[config.mk]
export PLATFORM = sky130hd
export DESIGN_NAME = ffha_ctrl
export DESIGN_NICKNAME = d
export VERILOG_FILES = /design/src/rtl/ffha_pkg.sv /design/src/rtl/ffha_ctrl.sv
export SDC_FILE = /design/constraint.sdc
export NUM_CORES = 1
export LEC_CHECK = 0
export ABC_AREA = 1
export ABC_CLOCK_PERIOD_IN_PS = 2850
export BUFFER_PORTS_ARGS = -buffer_cell sky130_fd_sc_hd__buf_2
export CORE_MARGIN = 2
export CORE_UTILIZATION = 25
export CTS_CLUSTER_SIZE = 14
export DETAILED_ROUTE_END_ITERATION = 8
export GPL_ROUTABILITY_DRIVEN = 0
export PLACE_DENSITY = 0.51
export SLEW_MARGIN = 20
export SYNTH_ARGS = -nofsm -noshare
export SYNTH_HDL_FRONTEND = slang
export SYNTH_SLANG_ARGS = --single-unit
[constraint.sdc]
create_clock -name clk_i -period 2.85 [get_ports clk_i]
set_input_delay 0.4275 -clock clk_i [delete_from_list [all_inputs] [get_ports clk_i]]
set_output_delay 0.4275 -clock clk_i [all_outputs]
set_load 0.1 [all_outputs]
[src/rtl/ffha_pkg.sv]
package ffha_pkg;

  localparam int unsigned WORDS_W   = 21;
  localparam int unsigned MUL_SHIFT = 24;

  typedef enum logic {
    OP_ALLOC = 1'b0,
    OP_FREE  = 1'b1
  } op_e;

  typedef enum logic [2:0] {
    ST_OK      = 3'd0,
    ST_ZERO    = 3'd1,
    ST_NOFIT   = 3'd2,
    ST_UNKNOWN = 3'd3,
    ST_FULL    = 3'd4
  } status_e;

  typedef struct packed {
    op_e         op;
    logic [19:0] req_bytes;
    logic [15:0] address;
  } in_t;

  typedef struct packed {
    status_e     status;
    logic [15:0] granted_address;
    logic [8:0]  free_entries;
    logic [8:0]  used_entries;
  } out_t;

  typedef enum logic [4:0] {
    CMD_NOP, CMD_LOAD, CMD_INC, CMD_F_RD_IDX, CMD_A_TAKE, CMD_F_SHD_RD, CMD_F_SHD_WR,
    CMD_F_DEC, CMD_U_SHD_RD, CMD_U_SHD_WR, CMD_U_DEC, CMD_UI_INIT, CMD_U_RD_PREV,
    CMD_UI_SHIFT, CMD_UI_PUT, CMD_U_RD_IDX, CMD_F_LATCH_U, CMD_FI_INIT, CMD_FI_PREV,
    CMD_FI_STOP, CMD_MERGE_BOTH, CMD_MERGE_PREV, CMD_MERGE_NEXT, CMD_SHU_INIT,
    CMD_F_RD_PREV, CMD_SHU_WR, CMD_F_PUT, CMD_FINISH
  } dp_cmd_e;

  typedef struct packed {
    dp_cmd_e op;
    status_e status;
  } cmd_t;

  typedef struct packed {
    logic is_free;
    logic zero;
    logic idx_eq_fc;
    logic idx_eq_uc;
    logic idx_eq_p;
    logic idx_zero;
    logic idx1_ge_fc;
    logic idx1_ge_uc;
    logic uc_full;
    logic fc_full;
    logic fit;
    logic exact;
    logic u_hit;
    logic f_gt;
    logic u_lt;
    logic mp;
    logic mn;
  } flags_t;

  typedef enum logic [4:0] {
    S_IDLE, S_DISPATCH, S_A_RD, S_A_CMP, S_FSD_RD, S_FSD_WR, S_UI_INIT, S_UI_RD,
    S_UI_CMP, S_U_RD, S_U_CMP, S_USD_RD, S_USD_WR, S_FI_INIT, S_FI_RD, S_FI_CMP,
    S_DECIDE, S_SHU_RD, S_SHU_WR, S_FINISH
  } state_e;

endpackage

[src/rtl/ffha_ctrl.sv]
module ffha_ctrl import ffha_pkg::*; (
  input  logic   clk_i,
  input  logic   rst_ni,
  input  logic   in_valid_i,
  output logic   in_ready_o,
  output logic   out_valid_o,
  input  logic   out_ready_i,
  input  flags_t flags_i,
  output cmd_t   cmd_o
);

  state_e  state_q, state_d;
  status_e st_q, st_d;
  logic    out_valid_q, out_valid_d;

  always_ff @(posedge clk_i or negedge rst_ni) begin
    if (!rst_ni) begin
      state_q     <= S_IDLE;
      st_q        <= ST_OK;
      out_valid_q <= 1'b0;
    end else begin
      state_q     <= state_d;
      st_q        <= st_d;
      out_valid_q <= out_valid_d;
    end
  end

  always_comb begin
    state_d     = state_q;
    st_d        = st_q;
    out_valid_d = out_valid_q && !out_ready_i;
    in_ready_o  = 1'b0;
    cmd_o.op     = CMD_NOP;
    cmd_o.status = st_q;
    unique case (state_q)
      S_IDLE: begin
        in_ready_o = 1'b1;
        if (in_valid_i) begin
          cmd_o.op = CMD_LOAD;
          st_d     = ST_OK;
          state_d  = S_DISPATCH;
        end
      end
      S_DISPATCH: begin
        if (flags_i.is_free) state_d = S_U_RD;
        else if (flags_i.zero) begin
          st_d = ST_ZERO; state_d = S_FINISH;
        end else state_d = S_A_RD;
      end
      S_A_RD: begin
        if (flags_i.idx_eq_fc) begin
          st_d = ST_NOFIT; state_d = S_FINISH;
        end else begin
          cmd_o.op = CMD_F_RD_IDX; state_d = S_A_CMP;
        end
      end
      S_A_CMP: begin
        if (!flags_i.fit) begin
          cmd_o.op = CMD_INC; state_d = S_A_RD;
        end else if (flags_i.uc_full) begin
          st_d = ST_FULL; state_d = S_FINISH;
        end else begin
          cmd_o.op = CMD_A_TAKE;
          state_d  = flags_i.exact ? S_FSD_RD : S_UI_INIT;
        end
      end
      S_FSD_RD: begin
        if (flags_i.idx1_ge_fc) begin
          cmd_o.op = CMD_F_DEC;
          state_d  = flags_i.is_free ? S_FINISH : S_UI_INIT;
        end else begin
          cmd_o.op = CMD_F_SHD_RD; state_d = S_FSD_WR;
        end
      end
      S_FSD_WR: begin
        cmd_o.op = CMD_F_SHD_WR; state_d = S_FSD_RD;
      end
      S_UI_INIT: begin
        cmd_o.op = CMD_UI_INIT; state_d = S_UI_RD;
      end
      S_UI_RD: begin
        if (flags_i.idx_zero) begin
          cmd_o.op = CMD_UI_PUT; state_d = S_FINISH;
        end else begin
          cmd_o.op = CMD_U_RD_PREV; state_d = S_UI_CMP;
        end
      end
      S_UI_CMP: begin
        if (flags_i.u_lt) begin
          cmd_o.op = CMD_UI_SHIFT; state_d = S_UI_RD;
        end else begin
          cmd_o.op = CMD_UI_PUT; state_d = S_FINISH;
        end
      end
      S_U_RD: begin
        if (flags_i.idx_eq_uc) begin
          st_d = ST_UNKNOWN; state_d = S_FINISH;
        end else begin
          cmd_o.op = CMD_U_RD_IDX; state_d = S_U_CMP;
        end
      end
      S_U_CMP: begin
        if (!flags_i.u_hit) begin
          cmd_o.op = CMD_INC; state_d = S_U_RD;
        end else if (flags_i.fc_full) begin
          st_d = ST_FULL; state_d = S_FINISH;
        end else begin
          cmd_o.op = CMD_F_LATCH_U; state_d = S_USD_RD;
        end
      end
      S_USD_RD: begin
        if (flags_i.idx1_ge_uc) begin
          cmd_o.op = CMD_U_DEC; state_d = S_FI_INIT;
        end else begin
          cmd_o.op = CMD_U_SHD_RD; state_d = S_USD_WR;
        end
      end
      S_USD_WR: begin
        cmd_o.op = CMD_U_SHD_WR; state_d = S_USD_RD;
      end
      S_FI_INIT: begin
        cmd_o.op = CMD_FI_INIT; state_d = S_FI_RD;
      end
      S_FI_RD: begin
        if (flags_i.idx_eq_fc) begin
          cmd_o.op = CMD_FI_STOP; state_d = S_DECIDE;
        end else begin
          cmd_o.op = CMD_F_RD_IDX; state_d = S_FI_CMP;
        end
      end
      S_FI_CMP: begin
        if (flags_i.f_gt) begin
          cmd_o.op = CMD_FI_STOP; state_d = S_DECIDE;
        end else begin
          cmd_o.op = CMD_FI_PREV; state_d = S_FI_RD;
        end
      end
      S_DECIDE: begin
        priority if (flags_i.mp && flags_i.mn) begin
          // neighbour below absorbs both, then the upper one is removed
          cmd_o.op = CMD_MERGE_BOTH; state_d = S_FSD_RD;
        end else if (flags_i.mp) begin
          cmd_o.op = CMD_MERGE_PREV; state_d = S_FINISH;
        end else if (flags_i.mn) begin
          cmd_o.op = CMD_MERGE_NEXT; state_d = S_FINISH;
        end else begin
          cmd_o.op = CMD_SHU_INIT; state_d = S_SHU_RD;
        end
      end
      S_SHU_RD: begin
        if (flags_i.idx_eq_p) begin
          cmd_o.op = CMD_F_PUT; state_d = S_FINISH;
        end else begin
          cmd_o.op = CMD_F_RD_PREV; state_d = S_SHU_WR;
        end
      end
      S_SHU_WR: begin
        cmd_o.op = CMD_SHU_WR; state_d = S_SHU_RD;
      end
      S_FINISH: begin
        if (!out_valid_q || out_ready_i) begin
          cmd_o.op    = CMD_FINISH;
          out_valid_d = 1'b1;
          state_d     = S_IDLE;
        end
      end
      default: state_d = S_IDLE;
    endcase
  end

  assign out_valid_o = out_valid_q;

endmodule

# Word-level counts from Yosys, hierarchy flattened
# Cells that the tools add are included.
classes:
  eq_ne: 29
  n_reduce_logical: 9
  mux: 54
op_table:
  columns: ["op", "n"]
  rows:
  - ["$mux 5", 20]
  - ["$pmux 5 s20", 1]
  - ["$pmux 5 s19", 1]
  - ["$eq 5x4->1 const B", 8]
  - ["$mux 3", 11]
  - ["$mux 2", 11]
  - ["$eq 5x3->1 const B", 4]
  - ["$eq 5x5->1 const B", 4]
  - ["$ne 2x2->1 const B", 10]
  - ["$pmux 3 s6", 1]
  - ["$eq 5x2->1 const B", 2]
  - ["$reduce_and 10->1", 1]
  - ["$mux 1", 8]
  - ["$reduce_bool 6->1", 1]
  - ["$eq 5x1->1 const B", 1]
  - ["$logic_not 5->1", 1]
  - ["$mux 4", 1]
  - ["$logic_and 1x1->1", 2]
  - ["$logic_not 1->1", 2]
  - ["$reduce_and 2->1", 1]
  - ["$logic_or 1x1->1", 1]
totals:
  ff_bits: 9
  in_bits: 21
  word_cells: 95

# Depth between registers and ports, before layout
# Gate-level depths: netlist (run 1).
depth:
  ltp_word: 4
  mapped_depth: 11
  ltp_nobuf: 11

# Least setup slack after synthesis (run 1)
# No wires, ideal clock.
synth_path:
  path_kind: "register to output"
  startpoint: "register state_q[0]"
  endpoint: "output cmd_o[3] in the netlist's numbering"
  required_time_ns: 2.423
  t_arrival_ns: 3.008
  path_slack_ns: -0.585
  stages_incl_launch_ff: 8
  cell_sequence: "dfrtp_1 -> nor2_1 -> nand2_1 -> nor2_1 -> nand2_1 -> nand2_1 -> nor3_1 -> nand3_1"
synth_lines:
  columns: ["element", "line_no", "source"]
  rows:
  - ["from (decl)", "ffha_ctrl.sv:12", "state_e state_q, state_d;"]
  - ["from (signal assigned)", "ffha_ctrl.sv:22", "state_q <= state_d;"]
  - ["to (decl)", "ffha_ctrl.sv:9", "output cmd_t cmd_o"]

==> results.sh, run 1 <==
export IMPL_status="complete, no violations"
export IMPL_die_h_um=72.9
export IMPL_syn_area_um2=1190
export IMPL_nNetsFinal=261
export IMPL_synth_simple_area_share_pct=61.0
export IMPL_muxShareOfSynthArea_pct=0
export IMPL_syn_inst=204
export IMPL_cts_max_level=1
export IMPL_wirelength_um=4060
export IMPL_crit_arrival_ns=2.30
export IMPL_period_needed_ns=2.73
export IMPL_dr_pass1_iters=4
export IMPL_vias_per_cell=4.96
export IMPL_hp_class="input port to asynchronous set/reset pin"
export IMPL_end_kind="output port"
export IMPL_worst_slew_pin_slew_ns=0.492
export IMPL_drc=0
export IMPL_ys_ff_latch=9
export IMPL_grt_usage_pct=15.6
export IMPL_grt_pass1_wl_um=6420
export IMPL_antenna_found_initial=0
export IMPL_synth_nets=227
export IMPL_peakVddDrop_v=0.000472
export IMPL_grt_max_degree=11
export IMPL_crit_type="register to output port"
export IMPL_postCtsResizedCells=0
export IMPL_path_max_fanout=7
export IMPL_mostFrequentLayoutCells="nand2_1, buf_2, nor2_1"
export IMPL_synth_compound_area_share_pct=8.11
export IMPL_numCtsBuffers=3
export IMPL_period_share_pct=95.7
export IMPL_syn_avg_cell_area_um2=5.82
export IMPL_synth_cell_types=26
export IMPL_antenna_cells=0
export IMPL_cts_tree="built"
export IMPL_numPortBuffers=30
export IMPL_mostFrequentLayoutCell="nand2_1"
export IMPL_yosysWarnings=0
export IMPL_start_util_pct=25.5
export IMPL_holdBufCountCts=0
export IMPL_drv_slew=0
export IMPL_antenna_left=0
export IMPL_dp_slack_ns=0.430
export IMPL_grt_pass1_vias=1367
export IMPL_wl_per_cell_um=14.0
export IMPL_area_growth_pct=22.7
export IMPL_synth_xor_area_share_pct=0
export IMPL_synth_top_area_cell="dfrtp_1"
export IMPL_max_freq_mhz=367
export IMPL_hold_violations=0
export IMPL_layout_setup_ws_ns=0.123
export IMPL_clk_path_buf_depth=2
export IMPL_tns_ns=0
export IMPL_vias=1442
export IMPL_initialDrtViolationCount=107
export IMPL_synth_fa_ha_area_share_pct=2.11
export IMPL_grt_overflow=0
export IMPL_critPathLaunchType="register"
export IMPL_cts_clk_slew_worst_paths_ns=0.05
export IMPL_power_density_nw_per_um2=1280
export IMPL_core_um2=4660
export IMPL_synth_seq_area_share_pct=19.0
export IMPL_dieArea_um2=5320
export IMPL_p_leak_nw=0.873
export IMPL_die_x_um=72.9
export IMPL_rows=25
export IMPL_synth_top_family_by_area="simple AND/OR/NAND/NOR gates"
export IMPL_synth_top_area_share_pct=19.0
export IMPL_maxCapViolCount=0
export IMPL_drive_gt1_share_pct=27.0
export IMPL_insertion_delay_ns=0.24
export IMPL_required_ns=2.42
export IMPL_max_slew_margin_rel_pct=67.4
export IMPL_fin_worst_skew_ns=0.00586
export IMPL_post_cts_buffers=0
export IMPL_synthTopCellsByArea="dfrtp_1, nand2_1, nor2_1"
export IMPL_finalSetupViolCount=0
export IMPL_clockRootBuffer="clkbuf_8"
export IMPL_hpwlAfterDp_um=3450
export IMPL_rsz0062_at_grt="no"
export IMPL_fill_cells=515
export IMPL_io_pins=31
export IMPL_cts_sinks=9
-- final timing paths --
| path | start | endpoint | slack, ns | cells after the start |
|---|---|---|---|---|
| setup / recovery | state_q[4]$_DFFE_PN0P_ | cmd_o[4] | 0.12 | 8 |
| hold / removal | rst_ni | state_q[3]$_DFFE_PN0P_ | 0.04 | 1 |
| setup reg to reg | state_q[4]$_DFFE_PN0P_ | state_q[0]$_DFFE_PN0P_ | 1.06 | 9 |
| hold reg to reg | st_q[1]$_DFFE_PN0P_ | st_q[1]$_DFFE_PN0P_ | 0.46 | 2 |
| max in group asynchronous | rst_ni | state_q[1]$_DFFE_PN0P_ | 2.63 | 1 |
| min in group clk_i | st_q[1]$_DFFE_PN0P_ | st_q[1]$_DFFE_PN0P_ | 0.46 | 2 |
-- synthesized netlist by cell type (all sizes together) --
cell and count:
dfrtp 9, o21ai 9, nand3b 3, or2 1, nand2 66, ha 2, nor3 8, inv 29
a21oi 3, buf 1, o22ai 1, nor2 37, o211ai 3, and3 1, nand3 21, nand4 10
-- cell families after synthesis --
group	after synthesis
adders and majority gates	2
DFF	9
and+or+nand+nor	147
AOI/OAI and AO/OA	16
buffers and inverters	30
-- per-stage QoR --
stage | instances | power [W] | utilization [%] | area (µm²) | hold slack [ns]
global route | 291 | 0.00199 | 31.2 | 1460 | 0.0449
finish | 291 | 0.00187 | 31.2 | 1460 | 0.0354
CTS | 291 | 0.00187 | 31.2 | 1460 | 0.0410
floorplan | 204 | 0.00144 | - | 1200 | 0.132
detailed placement | 287 | 0.00172 | 30.3 | 1410 | 0.293
global placement | 287 | 0.00173 | 30.3 | 1410 | 0.294
-- worst max-delay path, cell delays in order, from the launching register on --
cell     delay (ns)
dfrtp_1        0.52
inv_2          0.17
nand2_1        0.17
nor2_1         0.30
nand2_1        0.15
o21ai_0        0.14
nor2_1         0.10
nand3_1        0.08
buf_2          0.42
-- final cells by class --
type,count,area (µm²),share of cell area [%]
Clock inverter,1,5.00,0.344
Tap cell,54,67.6,4.64
Multi-Input combinational cell,165,858,58.9
Sequential cell,9,225,15.5
Timing Repair Buffer,30,150,10.3
Inverter,29,109,7.47
Clock buffer,3,41.3,2.84
-- state kept, by name, summed over array words and instances (netlist names) --
register / count
state_q: 5
st_q: 3
out_valid_o: 1
-- per-layer routing --
metal	share of wire (%)	vias to the layer above	global-route usage, %
met4	0	0	1.85
met3	7.6	0	3.04
met2	48	65	25.7
met1	44	647	21.9
li1	-	730	-
met5	0	-	0
-- where the power goes --
group	switching, W	total [W]	internal [W]
Sequential	0.0000753	0.000251	0.000176
Clock	0.0000529	0.000148	0.0000955
Combinational	0.00116	0.00147	0.000306
Total	0.00129	0.00187	0.000577
(Power assumes the default switching activity.)
==> run 2: changes to the inputs <==
--- a/config.mk
+++ b/config.mk
@@ -8,12 +8,14 @@
 export ABC_AREA = 1
 export ABC_CLOCK_PERIOD_IN_PS = 2850
 export BUFFER_PORTS_ARGS = -buffer_cell sky130_fd_sc_hd__buf_2
+export CELL_PAD_IN_SITES_DETAIL_PLACEMENT = 0
+export CELL_PAD_IN_SITES_GLOBAL_PLACEMENT = 1
 export CORE_MARGIN = 2
 export CORE_UTILIZATION = 25
 export CTS_CLUSTER_SIZE = 14
 export DETAILED_ROUTE_END_ITERATION = 8
 export GPL_ROUTABILITY_DRIVEN = 0
-export PLACE_DENSITY = 0.51
+export PLACE_DENSITY = 0.67
 export SLEW_MARGIN = 20
 export SYNTH_ARGS = -nofsm -noshare
 export SYNTH_HDL_FRONTEND = slang
==> run 2 against run 1 <==
Against the previous run:
- clock power barely moved
- sequential power hardly changed
- worst setup slack gained 0.094 ns
- clock-buffer cell count rose by 1
- critical path type unchanged
- largest cell class unchanged
==> results.sh, run 2 (synthesis gave the netlist of run 1 again) <==
export IMPL_status="complete, no violations"
export IMPL_post_cts_buffers=0
export IMPL_insertion_delay_ns=0.23
export IMPL_drive_gt1_share_pct=26.6
export IMPL_initialDrtViolationCount=91
export IMPL_holdBufCountCts=0
export IMPL_p_leak_nw=0.871
export IMPL_grt_pass1_vias=1401
export IMPL_start_util_pct=25.5
export IMPL_worst_slew_pin_slew_ns=0.491
export IMPL_hold_violations=0
export IMPL_wl_per_cell_um=13.9
export IMPL_mostFrequentLayoutCell="nand2_1"
export IMPL_tns_ns=0
export IMPL_fin_cells=291
export IMPL_hpwlAfterDp_um=3500
export IMPL_drc=0
export IMPL_final_util_pct=31.2
export IMPL_grt_overflow=0
export IMPL_io_pins=31
export IMPL_antenna_left=0
export IMPL_max_slew_margin_rel_pct=67.5
export IMPL_vias=1430
export IMPL_rrSetupSlack_ns=1.05
export IMPL_grt_usage_pct=16.2
export IMPL_crit_type="register to output port"
export IMPL_clk_path_buf_depth=2
export IMPL_cts_tree="built"
export IMPL_die_x_um=72.9
export IMPL_end_kind="output port"
export IMPL_peakVddDrop_v=0.000414
export IMPL_cts_max_level=1
export IMPL_crit_arrival_ns=2.20
export IMPL_area_growth_pct=22.6
export IMPL_rsz0062_at_grt="no"
export IMPL_die_h_um=72.9
export IMPL_grt_pass1_wl_um=6600
export IMPL_max_freq_mhz=380
export IMPL_path_max_fanout=6
export IMPL_drv_slew=0
export IMPL_period_share_pct=92.4
export IMPL_numCtsBuffers=3
export IMPL_mostFrequentLayoutCells="nand2_1, buf_2, nor2_1"
export IMPL_antenna_cells=0
export IMPL_vias_per_cell=4.91
export IMPL_core_um2=4660
export IMPL_cts_clk_slew_worst_paths_ns=0.05
export IMPL_dieArea_um2=5320
export IMPL_period_needed_ns=2.63
export IMPL_largest_register="state_q"
export IMPL_required_ns=2.42
export IMPL_dr_pass1_iters=4
export IMPL_power_density_nw_per_um2=1280
export IMPL_antenna_found_initial=0
export IMPL_clockRootBuffer="clkbuf_8"
export IMPL_finalSetupViolCount=0
export IMPL_postCtsResizedCells=0
export IMPL_grt_max_degree=11
export IMPL_fin_worst_skew_ns=0.00135
export IMPL_wirelength_um=4040
export IMPL_largest_register_ffs=5
export IMPL_numPortBuffers=30
export IMPL_nNetsFinal=261
export IMPL_hp_class="input port to asynchronous set/reset pin"
export IMPL_maxCapViolCount=0
export IMPL_dpl_cell_count=287
export IMPL_critPathLaunchType="register"
export IMPL_cts_sinks=9
export IMPL_rows=25
## run 2: routing by layer
layer | share of wire [%] | track usage (%) | wire, µm
met3 | 6.7 | 1.93 | 269
met1 | 44 | 22.1 | 1760
met2 | 48 | 27.1 | 1950
met5 | 0 | 0 | 0
met4 | 1.2 | 4.32 | 49
## run 2: power by group
group | leakage [nW] | switching (W) | internal (W)
clock network | 0.0228 | 0.0000486 | 0.0000973
logic | 0.731 | 0.00116 | 0.000305
registers | 0.117 | 0.0000752 | 0.000176
total | 0.871 | 0.00128 | 0.000579
## run 2: final timing paths
kind	start	endpoint	cells past startpoint
max reg2reg	state_q[4]$_DFFE_PN0P_	state_q[0]$_DFFE_PN0P_	9
max in group asynchronous	rst_ni	state_q[2]$_DFFE_PN0P_	1
min	rst_ni	state_q[4]$_DFFE_PN0P_	1
max	state_q[0]$_DFFE_PN0P_	cmd_o[4]	8
min in group clk_i	out_ready_i	out_valid_o$_DFF_PN0_	2
min reg2reg	st_q[0]$_DFFE_PN0P_	st_q[0]$_DFFE_PN0P_	2
## run 2: area by class of cell
class | count | area [µm²]
clock buffers | 4 | 45.0
fillers | 543 | 3210
inverters | 29 | 109
multi-input cells | 165 | 858
flip-flops and latches | 9 | 225
well taps | 54 | 67.6
repair buffers | 30 | 150
## run 2: worst max-delay path, cell delays in order (launching register included)
cell	delay [ns]
dfrtp_1	0.46
nor2_1	0.20
nand2_1	0.19
nor2_1	0.29
nand2_1	0.12
o21ai_0	0.12
nor2_1	0.09
nand3_1	0.08
buf_2	0.42
## run 2: metrics by stage
stage / hold slack (ns) / power (W) / worst slack (ns) / cell area (µm²)
after floorplan: 0.132 / 0.00144 / 0.00537 / 1200
after global placement: 0.288 / 0.00174 / 0.400 / 1410
after detailed placement: 0.292 / 0.00172 / 0.471 / 1410
after CTS: 0.0535 / 0.00187 / 0.228 / 1460
after global routing: 0.0636 / 0.00199 / 0.0480 / 1460
final: 0.0498 / 0.00186 / 0.218 / 1460
==> run 3: changes to the inputs <==
--- a/config.mk
+++ b/config.mk
@@ -6,16 +6,17 @@
 export NUM_CORES = 1
 export LEC_CHECK = 0
 export ABC_AREA = 1
-export ABC_CLOCK_PERIOD_IN_PS = 2850
+export ABC_CLOCK_PERIOD_IN_PS = 2200
 export BUFFER_PORTS_ARGS = -buffer_cell sky130_fd_sc_hd__buf_2
 export CELL_PAD_IN_SITES_DETAIL_PLACEMENT = 0
 export CELL_PAD_IN_SITES_GLOBAL_PLACEMENT = 1
+export CORE_ASPECT_RATIO = 1.1
 export CORE_MARGIN = 2
 export CORE_UTILIZATION = 25
 export CTS_CLUSTER_SIZE = 14
 export DETAILED_ROUTE_END_ITERATION = 8
 export GPL_ROUTABILITY_DRIVEN = 0
-export PLACE_DENSITY = 0.67
+export PLACE_DENSITY = 0.69
 export SLEW_MARGIN = 20
 export SYNTH_ARGS = -nofsm -noshare
 export SYNTH_HDL_FRONTEND = slang
==> constraint.sdc (replaced) <==
create_clock -name clk_i -period 2.2 [get_ports clk_i]
set_input_delay 0.33 -clock clk_i [delete_from_list [all_inputs] [get_ports clk_i]]
set_output_delay 0.33 -clock clk_i [all_outputs]
set_load 0.1 [all_outputs]
==> run 3 against run 2 <==
Against the previous run:
- core utilization grew 4.1 points
- clock skew grew 0.0043 ns
- critical endpoint is now cmd_o[7]
- sequential share of layout area shrank 1.3 points
- worst hold slack gained 0.31 ns
- clock-buffer cell count is the same
- critical path type unchanged
- sequential power grew 26%
- die area is essentially flat
- non-clock buffer count grew 7
- clock power grew 33%
- power grew 52%
- register-to-register slack lost 0.42 ns
- largest cell class unchanged
==> results.sh, run 3 (synthesis gave the netlist of run 1 again) <==
export IMPL_crit_type="register to output port"
export IMPL_grt_usage_pct=16.1
export IMPL_peakVddDrop_v=0.00116
export IMPL_mostFrequentLayoutCells="nand2_1, buf_2, inv_1, nor2_1, nand3_1"
export IMPL_grt_pass1_vias=1412
export IMPL_max_freq_mhz=468
export IMPL_vias=1458
export IMPL_cts_clk_slew_worst_paths_ns=0.05
export IMPL_finalSetupViolCount=0
export IMPL_crit_top_cell="nand2_1"
export IMPL_period_needed_ns=2.14
export IMPL_worst_slew_pin_slew_ns=0.487
export IMPL_clockRootBuffer="clkbuf_8"
export IMPL_crit_arrival_ns=1.81
export IMPL_crit_family="compound AO/OA/AOI/OAI gates"
export IMPL_antenna_left=0
export IMPL_required_ns=1.87
export IMPL_vias_per_cell=4.86
export IMPL_wirelength_um=4260
export IMPL_mostFrequentLayoutCell="nand2_1"
export IMPL_critPathLaunchType="register"
export IMPL_drv_slew=0
export IMPL_cts_max_level=1
export IMPL_grt_pass1_wl_um=6800
export IMPL_antenna_cells=0
export IMPL_status="complete, no violations"
export IMPL_dp_slack_ns=0.268
export IMPL_drc=0
export IMPL_period_share_pct=97.1
export IMPL_p_leak_nw=0.925
export IMPL_dr_pass1_iters=4
export IMPL_fin_worst_skew_ns=0.00567
export IMPL_clk_path_buf_depth=2
export IMPL_cp_num_buf_inv=1
export IMPL_start_util_pct=25.7
export IMPL_antenna_found_initial=0
export IMPL_hp_class="input port to register"
export IMPL_cp_cell_sequence="nor2_4, nand2_1, nor2_2, o21ai_1, nand2_1, a21oi_1, o211ai_1, clkbuf_16"
export IMPL_path_max_fanout=5
export IMPL_dieArea_um2=5320
export IMPL_largest_register_ffs=5
export IMPL_rsz0062_at_grt="yes"
export IMPL_power_density_nw_per_um2=1730
export IMPL_initialDrtViolationCount=70
export IMPL_fill_cells=528
export IMPL_max_slew_margin_rel_pct=67.8
export IMPL_rrSetupSlack_ns=0.63
export IMPL_io_pins=31
export IMPL_nNetsFinal=268
export IMPL_die_h_um=76.3
export IMPL_cts_sinks=9
export IMPL_numPortBuffers=30
export IMPL_critical_path_slowest_cell="dfrtp_2"
export IMPL_hpwlAfterDp_um=3610
export IMPL_layout_setup_ws_ns=0.0646
export IMPL_dpl_cell_count=293
export IMPL_insertion_delay_ns=0.23
export IMPL_rows=26
export IMPL_worst_path_largest_cell_delay_ns=0.44
export IMPL_die_x_um=69.7
export IMPL_area_growth_pct=37.4
export IMPL_largest_register="state_q"
export IMPL_cts_tree="built"
export IMPL_wl_per_cell_um=14.2
export IMPL_fin_cells=300
export IMPL_core_um2=4620
export IMPL_grt_overflow=0
export IMPL_grt_max_degree=11
export IMPL_maxCapViolCount=0
export IMPL_numCtsBuffers=3
export IMPL_drive_gt1_share_pct=34.8
export IMPL_end_kind="output port"
export IMPL_hold_violations=0
## run 3: cell count changes in the layout (fill, tap and decap cells not counted), sizes merged
cell / previous run / this run
dlygate4sd3: 0 / 1
clkbuf: 4 / 5
buf: 30 / 35
## run 3: final timing paths
kind / startpoint / end / cells after the start
max in group asynchronous: rst_ni / state_q[4]$_DFFE_PN0P_ / 2
min: out_ready_i / out_valid_o$_DFF_PN0_ / 2
max: state_q[2]$_DFFE_PN0P_ / cmd_o[7] / 8
max reg2reg: state_q[0]$_DFFE_PN0P_ / state_q[0]$_DFFE_PN0P_ / 10
min reg2reg: st_q[1]$_DFFE_PN0P_ / st_q[1]$_DFFE_PN0P_ / 2
min in group asynchronous: rst_ni / st_q[1]$_DFFE_PN0P_ / 2
## run 3: metal layers
layer	vias to the layer above	GRT usage, %	routed length [µm]
li1	741	-	-
met1	669	21.0	1920
met2	38	27.4	2110
met3	10	1.59	119
met4	0	5.96	108
met5	-	0	0
## run 3: area by class of cell
class	instances	area, µm²	area share (%)
clock buffer	4	45.0	2.76
inverter	29	109	6.67
multi-input combinational	165	891	54.6
sequential	9	231	14.2
tap	56	70.1	4.29
timing repair buffer	37	285	17.5
## run 3: repair_timing
| action | 4_1_cts | 5_1_grt |
|---|---|---|
| setup buffers | 0 | 2 |
| pin swaps | 0 | 2 |
| gates resized for setup | 1 | 13 |
| hold buffers | 1 | 0 |
| setup endpoints to repair | 1 | 3 |
| hold endpoints to repair | 9 | 0 |
## run 3: power breakdown
| part | total [W] | leakage (nW) | internal [W] | switching (W) |
|---|---|---|---|---|
| Combinational | 0.00231 | 0.791 | 0.000707 | 0.00161 |
| Clock | 0.000194 | 0.0228 | 0.000127 | 0.0000677 |
| Sequential | 0.000317 | 0.111 | 0.000236 | 0.0000813 |
## run 3: metrics by stage
stage / hold WS, ns / instance area [µm²] / TNS (ns) / utilization [%] / power [W]
floorplan: 0.0344 / 1210 / -0.840 / - / 0.00188
global placement: 0.207 / 1530 / 0 / 33.1 / 0.00257
detailed placement: 0.207 / 1530 / 0 / 33.1 / 0.00256
CTS: 0.350 / 1580 / 0 / 34.3 / 0.00276
global route: 0.381 / 1630 / -0.0829 / 35.3 / 0.00299
finish: 0.360 / 1630 / 0 / 35.3 / 0.00282
